## config.mk

```make
export PLATFORM = sky130hd
export DESIGN_NAME = scale_auto_tare_drift_comp_unit_flat
export DESIGN_NICKNAME = d
export VERILOG_FILES = /design/src/design/satdc_pkg.sv /design/src/design/satdc_if.sv /design/src/design/satdc_core.sv /design/src/design/scale_auto_tare_drift_comp_unit.sv /design/src/flat_wrapper.sv
export SDC_FILE = /design/constraint.sdc
export NUM_CORES = 1
export LEC_CHECK = 0
export ABC_AREA = 1
export ABC_CLOCK_PERIOD_IN_PS = 15900
export BUFFER_PORTS_ARGS = -buffer_cell sky130_fd_sc_hd__buf_2
export CAP_MARGIN = 0
export CORE_UTILIZATION = 66
export DETAILED_ROUTE_END_ITERATION = 16
export PLACE_DENSITY_LB_ADDON = 0.12
export SLEW_MARGIN = 20
export SYNTH_ARGS = -nofsm -noshare
export SYNTH_HDL_FRONTEND = slang
export SYNTH_SLANG_ARGS = --single-unit
```

## constraint.sdc

```tcl
create_clock -name clk -period 15.9 [get_ports clk]
set_input_delay 3.18 -clock clk [delete_from_list [all_inputs] [get_ports clk]]
set_output_delay 3.18 -clock clk [all_outputs]
set_load 0.05 [all_outputs]
```

## src/design/satdc_pkg.sv

```systemverilog
// ----------------------------------------------------------------------------
// satdc_pkg: shared types and constants for the auto-tare drift compensator
// Command codes, configuration register indexes and the tracking state record.
// ----------------------------------------------------------------------------
`timescale 1ns / 1ps

package satdc_pkg;

    localparam int CMD_W     = 2;
    localparam int CFG_IDX_W = 2;
    localparam int CFG_DATA_W = 10;
    localparam int LIMIT_W   = 10;
    localparam int COUNT_W   = 8;

    localparam logic [CMD_W-1:0] CMD_IDLE   = 2'd0;
    localparam logic [CMD_W-1:0] CMD_SYNC   = 2'd1;
    localparam logic [CMD_W-1:0] CMD_ANCHOR = 2'd2;

    localparam logic [CFG_IDX_W-1:0] REG_DRIFT_LIMIT  = 2'd0;
    localparam logic [CFG_IDX_W-1:0] REG_STABLE_COUNT = 2'd1;

    localparam logic [LIMIT_W-1:0] DRIFT_LIMIT_RST  = 10'd2;
    localparam logic [COUNT_W-1:0] STABLE_COUNT_RST = 8'd5;
    localparam logic [COUNT_W-1:0] QUIET_SAT        = 8'hFF;

    typedef struct packed {
        logic               anchored;
        logic               pending;
        logic               prev_known;
        logic               error_seen;
        logic               last_error;
        logic [COUNT_W-1:0] quiet_count;
    } track_t;

endpackage

```

## src/design/satdc_if.sv

```systemverilog
// ----------------------------------------------------------------------------
// satdc_if: handshake channels of the auto-tare drift compensator
// Sample request channel, result channel and configuration write channel.
// ----------------------------------------------------------------------------
`timescale 1ns / 1ps

interface satdc_item_if #(
    parameter int WEIGHT_BITS = 16
);
    logic                                valid;
    logic                                ready;
    logic [satdc_pkg::CMD_W-1:0]         cmd;
    logic signed [WEIGHT_BITS-1:0]       load_grams;
    logic                                reading_ok;
    logic                                dispense_busy;
    logic                                bowl_error_active;

    modport source (
        output valid, cmd, load_grams, reading_ok, dispense_busy, bowl_error_active,
        input  ready
    );
    modport sink (
        input  valid, cmd, load_grams, reading_ok, dispense_busy, bowl_error_active,
        output ready
    );
endinterface

interface satdc_result_if #(
    parameter int WEIGHT_BITS = 16
);
    logic                          valid;
    logic                          ready;
    logic signed [WEIGHT_BITS-1:0] corrected_grams;
    logic                          calibration_pending;
    logic                          anchor_valid;
    logic signed [WEIGHT_BITS-1:0] anchor_grams;
    logic signed [WEIGHT_BITS:0]   offset_grams;

    modport source (
        output valid, corrected_grams, calibration_pending, anchor_valid,
               anchor_grams, offset_grams,
        input  ready
    );
    modport sink (
        input  valid, corrected_grams, calibration_pending, anchor_valid,
               anchor_grams, offset_grams,
        output ready
    );
endinterface

interface satdc_cfg_if;
    logic                                valid;
    logic                                ready;
    logic [satdc_pkg::CFG_IDX_W-1:0]     index;
    logic [satdc_pkg::CFG_DATA_W-1:0]    data;

    modport source (output valid, index, data, input ready);
    modport sink   (input valid, index, data, output ready);
endinterface

```

## src/design/satdc_core.sv

```systemverilog
// ----------------------------------------------------------------------------
// satdc_core: next-state and result logic for one sample request
// Quiet detection, anchor capture, bowl error edges and saturated correction.
// ----------------------------------------------------------------------------
`timescale 1ns / 1ps

module satdc_core #(
    parameter int WEIGHT_BITS = 16
) (
    input  logic [satdc_pkg::CMD_W-1:0]   cmd,
    input  logic signed [WEIGHT_BITS-1:0] raw,
    input  logic                          reading_ok,
    input  logic                          busy,
    input  logic                          error_active,
    input  logic [satdc_pkg::LIMIT_W-1:0] drift_limit,
    input  logic [satdc_pkg::COUNT_W-1:0] stable_count,
    input  satdc_pkg::track_t             track,
    input  logic signed [WEIGHT_BITS-1:0] anchor,
    input  logic signed [WEIGHT_BITS:0]   offset,
    input  logic signed [WEIGHT_BITS-1:0] prev_raw,
    output satdc_pkg::track_t             track_next,
    output logic signed [WEIGHT_BITS-1:0] anchor_next,
    output logic signed [WEIGHT_BITS:0]   offset_next,
    output logic signed [WEIGHT_BITS-1:0] prev_raw_next,
    output logic signed [WEIGHT_BITS-1:0] corrected
);

    localparam int OFF_W = WEIGHT_BITS + 1;
    localparam int SUM_W = WEIGHT_BITS + 2;
    localparam int CMP_W = (OFF_W > satdc_pkg::LIMIT_W) ? OFF_W : satdc_pkg::LIMIT_W;

    logic signed [OFF_W-1:0]         diff;
    logic [OFF_W-1:0]                abs_diff;
    logic                            quiet;
    logic [satdc_pkg::COUNT_W-1:0]   count_inc;
    logic signed [SUM_W-1:0]         sum;

    assign diff     = OFF_W'(raw) - OFF_W'(prev_raw);
    assign abs_diff = diff[OFF_W-1] ? OFF_W'(-diff) : OFF_W'(diff);
    assign quiet    = !track.prev_known
                   || (CMP_W'(abs_diff) <= CMP_W'(drift_limit));
    assign count_inc = (track.quiet_count != satdc_pkg::QUIET_SAT)
                     ? satdc_pkg::COUNT_W'(track.quiet_count + 1'b1)
                     : track.quiet_count;

    always_comb
    begin
        track_next    = track;
        anchor_next   = anchor;
        offset_next   = offset;
        prev_raw_next = prev_raw;

        case (cmd)
            satdc_pkg::CMD_IDLE:
            begin
                if (!busy)
                begin
                    if (!reading_ok)
                    begin
                        track_next.prev_known  = 1'b0;
                        track_next.quiet_count = '0;
                    end
                    else if (track.pending)
                    begin
                        if (quiet && (count_inc >= stable_count))
                        begin
                            anchor_next            = raw;
                            offset_next            = '0;
                            track_next.anchored    = 1'b1;
                            track_next.pending     = 1'b0;
                            track_next.prev_known  = 1'b0;
                            track_next.quiet_count = '0;
                        end
                        else
                        begin
                            track_next.quiet_count = quiet ? count_inc : '0;
                            track_next.prev_known  = 1'b1;
                            prev_raw_next          = raw;
                        end
                    end
                    else
                    begin
                        // anchored: a quiet sample after a tracked one retunes the offset
                        if (track.anchored && track.prev_known && quiet)
                        begin
                            offset_next = OFF_W'(anchor) - OFF_W'(raw);
                        end
                        track_next.prev_known = 1'b1;
                        prev_raw_next         = raw;
                    end
                end
            end
            satdc_pkg::CMD_SYNC:
            begin
                track_next.error_seen = 1'b1;
                track_next.last_error = error_active;
                if ((!track.error_seen || !track.last_error) && error_active)
                begin
                    // bowl removed: drop the anchor and restart calibration
                    track_next.anchored    = 1'b0;
                    track_next.pending     = 1'b1;
                    offset_next            = '0;
                    track_next.prev_known  = 1'b0;
                    track_next.quiet_count = '0;
                end
                else if (track.error_seen && track.last_error && !error_active)
                begin
                    track_next.prev_known  = 1'b0;
                    track_next.quiet_count = '0;
                end
            end
            satdc_pkg::CMD_ANCHOR:
            begin
                anchor_next            = raw;
                offset_next            = '0;
                track_next.anchored    = 1'b1;
                track_next.pending     = 1'b0;
                track_next.prev_known  = 1'b0;
                track_next.quiet_count = '0;
            end
            default:
            begin
                track_next = track;
            end
        endcase
    end

    assign sum = SUM_W'(raw) + SUM_W'(offset_next);

    always_comb
    begin
        corrected = raw;
        if (reading_ok && track_next.anchored && !track_next.pending)
        begin
            if (sum[SUM_W-1:WEIGHT_BITS-1] == '0 || sum[SUM_W-1:WEIGHT_BITS-1] == '1)
            begin
                corrected = sum[WEIGHT_BITS-1:0];
            end
            else if (sum[SUM_W-1])
            begin
                corrected = {1'b1, {(WEIGHT_BITS-1){1'b0}}};
            end
            else
            begin
                corrected = {1'b0, {(WEIGHT_BITS-1){1'b1}}};
            end
        end
    end

endmodule

```

## src/design/scale_auto_tare_drift_comp_unit.sv

```systemverilog
// ----------------------------------------------------------------------------
// scale_auto_tare_drift_comp_unit: load-cell auto-tare with drift compensation
// A request waits in the input stage; its state and result are then registered.
// Throughput: one request per cycle while results are taken; one state update each.
// Reset clears handshakes, tracking and anchor; registers return to their defaults.
// ----------------------------------------------------------------------------
`timescale 1ns / 1ps

module scale_auto_tare_drift_comp_unit #(
    parameter int WEIGHT_BITS = 16
) (
    input  logic           clk,
    input  logic           rst_n,
    satdc_item_if.sink     item,
    satdc_result_if.source result,
    satdc_cfg_if.sink      cfg
);

    // configuration registers
    logic [satdc_pkg::LIMIT_W-1:0]   drift_limit_reg;
    logic [satdc_pkg::COUNT_W-1:0]   stable_count_reg;

    // input stage
    logic                            s1_valid_reg;
    logic [satdc_pkg::CMD_W-1:0]     s1_cmd_reg;
    logic signed [WEIGHT_BITS-1:0]   s1_raw_reg;
    logic                            s1_reading_ok_reg;
    logic                            s1_busy_reg;
    logic                            s1_error_reg;
    logic                            s1_advance;
    logic                            s1_fire;

    // block state
    satdc_pkg::track_t               track_reg;
    satdc_pkg::track_t               track_next;
    logic signed [WEIGHT_BITS-1:0]   anchor_reg;
    logic signed [WEIGHT_BITS-1:0]   anchor_next;
    logic signed [WEIGHT_BITS:0]     offset_reg;
    logic signed [WEIGHT_BITS:0]     offset_next;
    logic signed [WEIGHT_BITS-1:0]   prev_raw_reg;
    logic signed [WEIGHT_BITS-1:0]   prev_raw_next;
    logic signed [WEIGHT_BITS-1:0]   corrected;

    // result stage
    logic                            out_valid_reg;
    logic signed [WEIGHT_BITS-1:0]   out_corrected_reg;
    logic                            out_pending_reg;
    logic                            out_anchored_reg;
    logic signed [WEIGHT_BITS-1:0]   out_anchor_reg;
    logic signed [WEIGHT_BITS:0]     out_offset_reg;

    assign cfg.ready  = 1'b1;
    assign s1_advance = !out_valid_reg || result.ready;
    assign s1_fire    = s1_valid_reg && s1_advance;
    assign item.ready = !s1_valid_reg || s1_advance;

    always_ff @(posedge clk or negedge rst_n)
    begin
        if (!rst_n)
        begin
            drift_limit_reg  <= satdc_pkg::DRIFT_LIMIT_RST;
            stable_count_reg <= satdc_pkg::STABLE_COUNT_RST;
        end
        else if (cfg.valid)
        begin
            case (cfg.index)
                satdc_pkg::REG_DRIFT_LIMIT:
                begin
                    drift_limit_reg <= cfg.data[satdc_pkg::LIMIT_W-1:0];
                end
                satdc_pkg::REG_STABLE_COUNT:
                begin
                    stable_count_reg <= cfg.data[satdc_pkg::COUNT_W-1:0];
                end
                default:
                begin
                    drift_limit_reg <= drift_limit_reg;
                end
            endcase
        end
    end

    always_ff @(posedge clk or negedge rst_n)
    begin
        if (!rst_n)
        begin
            s1_valid_reg <= 1'b0;
        end
        else if (item.ready)
        begin
            s1_valid_reg <= item.valid;
        end
    end

    always_ff @(posedge clk)
    begin
        if (item.valid && item.ready)
        begin
            s1_cmd_reg        <= item.cmd;
            s1_raw_reg        <= item.load_grams;
            s1_reading_ok_reg <= item.reading_ok;
            s1_busy_reg       <= item.dispense_busy;
            s1_error_reg      <= item.bowl_error_active;
        end
    end

    satdc_core #(
        .WEIGHT_BITS (WEIGHT_BITS)
    ) u_core (
        .cmd           (s1_cmd_reg),
        .raw           (s1_raw_reg),
        .reading_ok    (s1_reading_ok_reg),
        .busy          (s1_busy_reg),
        .error_active  (s1_error_reg),
        .drift_limit   (drift_limit_reg),
        .stable_count  (stable_count_reg),
        .track         (track_reg),
        .anchor        (anchor_reg),
        .offset        (offset_reg),
        .prev_raw      (prev_raw_reg),
        .track_next    (track_next),
        .anchor_next   (anchor_next),
        .offset_next   (offset_next),
        .prev_raw_next (prev_raw_next),
        .corrected     (corrected)
    );

    always_ff @(posedge clk or negedge rst_n)
    begin
        if (!rst_n)
        begin
            track_reg  <= '{anchored: 1'b0, pending: 1'b1, prev_known: 1'b0,
                            error_seen: 1'b0, last_error: 1'b0, quiet_count: '0};
            anchor_reg <= '0;
            offset_reg <= '0;
        end
        else if (s1_fire)
        begin
            track_reg  <= track_next;
            anchor_reg <= anchor_next;
            offset_reg <= offset_next;
        end
    end

    // last raw reading is only read while prev_known is set
    always_ff @(posedge clk)
    begin
        if (s1_fire)
        begin
            prev_raw_reg <= prev_raw_next;
        end
    end

    always_ff @(posedge clk or negedge rst_n)
    begin
        if (!rst_n)
        begin
            out_valid_reg <= 1'b0;
        end
        else if (s1_advance)
        begin
            out_valid_reg <= s1_valid_reg;
        end
    end

    always_ff @(posedge clk)
    begin
        if (s1_fire)
        begin
            out_corrected_reg <= corrected;
            out_pending_reg   <= track_next.pending;
            out_anchored_reg  <= track_next.anchored;
            out_anchor_reg    <= anchor_next;
            out_offset_reg    <= offset_next;
        end
    end

    assign result.valid               = out_valid_reg;
    assign result.corrected_grams     = out_corrected_reg;
    assign result.calibration_pending = out_pending_reg;
    assign result.anchor_valid        = out_anchored_reg;
    assign result.anchor_grams        = out_anchor_reg;
    assign result.offset_grams        = out_offset_reg;

    // exactly one of calibrating and anchored holds at all times
    assert property (@(posedge clk) disable iff (!rst_n)
        track_reg.pending != track_reg.anchored)
        else $error("pending and anchored flags disagree");

    // a drift offset exists only while anchored
    assert property (@(posedge clk) disable iff (!rst_n)
        track_reg.anchored || (offset_reg == '0))
        else $error("nonzero offset without an anchor");

    // the quiet counter runs only during calibration
    assert property (@(posedge clk) disable iff (!rst_n)
        !track_reg.pending |-> (track_reg.quiet_count == '0))
        else $error("quiet count left behind after anchoring");

    // a held input stage may only be overwritten when it moves on
    assert property (@(posedge clk) disable iff (!rst_n)
        (item.valid && item.ready && s1_valid_reg) |-> s1_advance)
        else $error("input stage overwritten while stalled");

endmodule
```

## src/flat_wrapper.sv

```systemverilog
// flat-port wrapper written by rule: the top's interface ports become plain ports
module scale_auto_tare_drift_comp_unit_flat 
#(
    parameter int WEIGHT_BITS = 16
)
  (clk, rst_n, item_valid, item_cmd, item_load_grams, item_reading_ok, item_dispense_busy, item_bowl_error_active, item_ready, result_valid, result_corrected_grams, result_calibration_pending, result_anchor_valid, result_anchor_grams, result_offset_grams, result_ready, cfg_valid, cfg_index, cfg_data, cfg_ready);
  satdc_item_if #(.WEIGHT_BITS(WEIGHT_BITS)) item_i ();
  satdc_result_if #(.WEIGHT_BITS(WEIGHT_BITS)) result_i ();
  satdc_cfg_if cfg_i ();
  input  logic clk;
  input  logic rst_n;
  input wire logic [$bits(item_i.valid)-1:0] item_valid;
  input wire logic [$bits(item_i.cmd)-1:0] item_cmd;
  input wire logic [$bits(item_i.load_grams)-1:0] item_load_grams;
  input wire logic [$bits(item_i.reading_ok)-1:0] item_reading_ok;
  input wire logic [$bits(item_i.dispense_busy)-1:0] item_dispense_busy;
  input wire logic [$bits(item_i.bowl_error_active)-1:0] item_bowl_error_active;
  output wire logic [$bits(item_i.ready)-1:0] item_ready;
  output wire logic [$bits(result_i.valid)-1:0] result_valid;
  output wire logic [$bits(result_i.corrected_grams)-1:0] result_corrected_grams;
  output wire logic [$bits(result_i.calibration_pending)-1:0] result_calibration_pending;
  output wire logic [$bits(result_i.anchor_valid)-1:0] result_anchor_valid;
  output wire logic [$bits(result_i.anchor_grams)-1:0] result_anchor_grams;
  output wire logic [$bits(result_i.offset_grams)-1:0] result_offset_grams;
  input wire logic [$bits(result_i.ready)-1:0] result_ready;
  input wire logic [$bits(cfg_i.valid)-1:0] cfg_valid;
  input wire logic [$bits(cfg_i.index)-1:0] cfg_index;
  input wire logic [$bits(cfg_i.data)-1:0] cfg_data;
  output wire logic [$bits(cfg_i.ready)-1:0] cfg_ready;
  assign item_i.valid = item_valid;
  assign item_i.cmd = item_cmd;
  assign item_i.load_grams = item_load_grams;
  assign item_i.reading_ok = item_reading_ok;
  assign item_i.dispense_busy = item_dispense_busy;
  assign item_i.bowl_error_active = item_bowl_error_active;
  assign item_ready = item_i.ready;
  assign result_valid = result_i.valid;
  assign result_corrected_grams = result_i.corrected_grams;
  assign result_calibration_pending = result_i.calibration_pending;
  assign result_anchor_valid = result_i.anchor_valid;
  assign result_anchor_grams = result_i.anchor_grams;
  assign result_offset_grams = result_i.offset_grams;
  assign result_i.ready = result_ready;
  assign cfg_i.valid = cfg_valid;
  assign cfg_i.index = cfg_index;
  assign cfg_i.data = cfg_data;
  assign cfg_ready = cfg_i.ready;
  scale_auto_tare_drift_comp_unit #(.WEIGHT_BITS(WEIGHT_BITS)) u_core (.clk(clk), .rst_n(rst_n), .item(item_i), .result(result_i), .cfg(cfg_i));
endmodule
```

==> run summary <==
The largest incremental delay on the critical path is 0.71 ns. For the overall routing resource usage, the log shows 0.331. Nature of the critical path endpoint: a flop. After the first detailed-routing iteration, the DRC count stood at 710.

The post-synthesis simple-gate area fraction works out to 0.261. The async set or reset register ratio after synthesis is 0.429, and the effective utilization at floorplan is 0.677. The logs give 5 for the number of iterations in the first detailed-routing pass and 16.08 ns for the endpoint required time on the critical path. After synthesis, the largest family of logic cells by area is simple AND/OR/NAND/NOR gates. Overall power consumption after layout is estimated at 0.00145 W.

The post-synthesis xor/xnor area fraction is 0.0322. The register bit count reported by yosys came out at 154. The post-synthesis compound-gate area fraction was 0.107. In the final timing run, aggregate negative setup slack is 0 ns. Count of yosys warnings during synthesis: 0. For this run, the post-layout net count is 1,522.

Port buffering added 90 buffers. In this run the post-CTS setup repair buffer count came out at 0. Following the worst setup path forward leads to its endpoint at u_core.result.corrected_grams[4]$_DFFE_PP_. The flow ran to the end, and the final reports show no timing, DRC or antenna violations. The reg-to-reg setup timing slack is 7.59 ns, and the instance count of the mapped netlist is 1,322.

The height of the die is 127 µm, and the number of clock sinks is 154. The first-pass GRT wire length is 41,100 µm. The worst register-to-register path ends at u_core.result.corrected_grams[4]$_DFFE_PP_. For this block, the routed nets add up to 25,400 µm of wire.

The tightest min-delay check is of the flop to flop type. After legalization and detailed placement, the total HPWL measured 18,100 µm. The per-cell via count in the routed design works out to 5.59. Buffers inserted to repair hold after CTS numbered 0. Of all nets on the critical path, the largest fanout is 27. Most repeated library cell on the critical path: sky130_fd_sc_hd__nand2_1. The most used flip-flop cell after synthesis is sky130_fd_sc_hd__edfxtp_1. Setup clock skew after layout: 0.0155 ns. Entering global routing, the biggest net connects 105 pins.

The total clock buffers created by CTS was 17; the proportion of layout cells with a drive suffix above 1 was 0.123. For the maximum resistive drop on vdd, the log shows 0.0000971 V. Timing would allow up to 120 MHz. After layout, the minimum clock period comes to 8.31 ns.

Leaving out fill and tap cells, the most frequent cell in the layout is sky130_fd_sc_hd__nand2_1. Leaving out fill and tap cells, the most frequent cells in the layout are 417 x sky130_fd_sc_hd__nand2_1, 185 x sky130_fd_sc_hd__inv_1, 96 x sky130_fd_sc_hd__nand3_1, 90 x sky130_fd_sc_hd__buf_2, 88 x sky130_fd_sc_hd__edfxtp_1. The via count of the first global-routing pass is 8,428, and the number of nets still failing antenna checks after routing is 0. The deepest level of the CTS H-tree was 4.

The startpoint identified for the worst register-to-register timing path is u_core.s1_raw_reg[0]$_DFFE_PP_. Gates resized during post-CTS repair numbered 0. The number of enable-type register cells in the synthesized netlist came out at 88. The worst setup path is launched from a flop. The hold violation total from the final report is 0. The final setup violation count is 0, and the maximum count of clock buffers along a single path is 2. The number of cells on the worst reg-to-reg path is 49.

The number of nets in the synthesized netlist is 1,437. For this run the aggregate overflow at the end of global routing stands at 0. The adder and majority gate portion of the synthesized area is 0.0954, and the max-capacitance violation count is 0. After synthesis, the netlist uses 52 different library cells.

The clock tree root buffer cell was sky130_fd_sc_hd__clkbuf_16. The mean area per synthesized cell works out to 7.82 µm². For the pin with the worst max-slew slack, the measured transition is 1.01 ns.

The tools report the area of the mapped netlist as 10,300 µm². 0 antenna diodes ended up in the layout. For this run, design rule violations remaining after detail routing come to 0. Cell with the biggest individual delay on the critical path: sky130_fd_sc_hd__a21oi_1. Final period utilization: 0.522.

In this run the most critical hold path is launched from u_core.drift_limit_reg[7]$_DFFE_PN0P_. The run gives 5.90 nW as the leakage power of the design. In this run the worst setup path begins at u_core.s1_raw_reg[0]$_DFFE_PP_. The die is 127 µm wide.

Data arrival time of the critical path: 8.49 ns. Type of the worst setup path: flop to flop. Worst relative slew slack: 0.323. Power spread over the standard cell area amounts to 126 nW/µm².

At the later pin of the worst-skew pair, clock insertion delay measures 0.44 ns. The die covers 16,200 µm². Placeable core region: 15,300 µm².

Relative to the synthesized area, the layout overhead comes to 11.2%. The initial antenna violation count was 0. The run gives 9,125 as the total via count after detailed routing.

The detail-routed net length per standard cell is 15.5 µm, and the final weighted congestion in routability-driven placement is 0.948. After clock tree synthesis, the clock-pin slew on the worst setup and hold paths is 0.06 ns. The run gives 92 as the number of ports placed on the die boundary. The part of the Yosys area used for sequential elements was 0.416.

Setup repair after global routing left no endpoint under its margin. Row generation in the floorplan step produced 45 rows. The multiplexer area fraction after synthesis was 0.00109. TritonCTS built the clock tree. Max-slew violation count: 0.
## how the worst min path moves through the flow
stage	end	slack [ns]	depth (start not counted)
floorplan	u_core.track_reg[9]$_DFFE_PN0P_	0.43	2
global placement	u_core.track_reg[9]$_DFFE_PN0P_	0.45	2
detailed placement	u_core.track_reg[9]$_DFFE_PN0P_	0.45	2
CTS	u_core.drift_limit_reg[7]$_DFFE_PN0P_	0.49	2
global route	u_core.drift_limit_reg[7]$_DFFE_PN0P_	0.50	2
finish	u_core.drift_limit_reg[7]$_DFFE_PN0P_	0.49	2
## cells by family after synthesis
logic type | after synthesis
multiplexers | 1
adder cells (fa/ha/maj) | 77
AND/OR/NAND/NOR | 633
other | 1
AO/OA/AOI/OAI | 192
flip-flops | 154
buffers and inverters | 226
XOR/XNOR | 38
## stage by stage
stage                     utilization  hold slack, ns  setup WS, ns  cell area (µm²)  cells
after global placement          0.717           0.450          7.85            10900   1599
final                           0.753           0.485          7.59            11500   1631
after floorplan                     -           0.434          8.93            10300   1322
after CTS                       0.753           0.488          7.67            11500   1631
after global routing            0.753           0.500          6.71            11500   1631
after detailed placement        0.717           0.455          7.78            10900   1599
## per-layer routing
metal | vias up | wire length [µm] | track usage
met5 | - | 0 | 0
met1 | 4212 | 10900 | 0.438
li1 | 4491 | - | -
met3 | 43 | 2130 | 0.0733
met2 | 379 | 11900 | 0.541
met4 | 0 | 469 | 0.113
## report_power, final
group	switching, W	total [W]	internal, W
sequential	0.0000433	0.000540	0.000497
combinational	0.000355	0.000524	0.000168
clock	0.000169	0.000386	0.000217
## worst max-delay path, delay by kind of cell, from the launching register on
family	cells	cell delay [ns]
flip-flops	1	0.43
AND/OR/NAND/NOR	30	3.25
adder cells (fa/ha/maj)	5	1.67
buffers and inverters	3	0.32
XOR/XNOR	2	0.29
AO/OA/AOI/OAI	9	2.08
## Yosys cell counts (all sizes together), types with 9 or more instances
library cell	n	area, µm²
nand2	430	1660
inv	195	734
nand3	102	556
edfxtp	88	2640
o21ai	81	405
ha	74	926
nor2	74	310
a21oi	63	345
dfrtp	62	1550
xor2	20	175
xnor2	18	158
buf	17	109
a22oi	16	120
clkbuf	14	52.6
nand4	9	62.6
## final cells by class
cell class | instances | area, µm²
flip-flops and latches | 154 | 4300
multi-input cells | 942 | 5140
fillers | 1155 | 3770
clock inverters | 12 | 111
repair buffers | 97 | 507
well taps | 211 | 264
clock buffers | 20 | 437
inverters | 195 | 736
(Power assumes the default switching activity.)
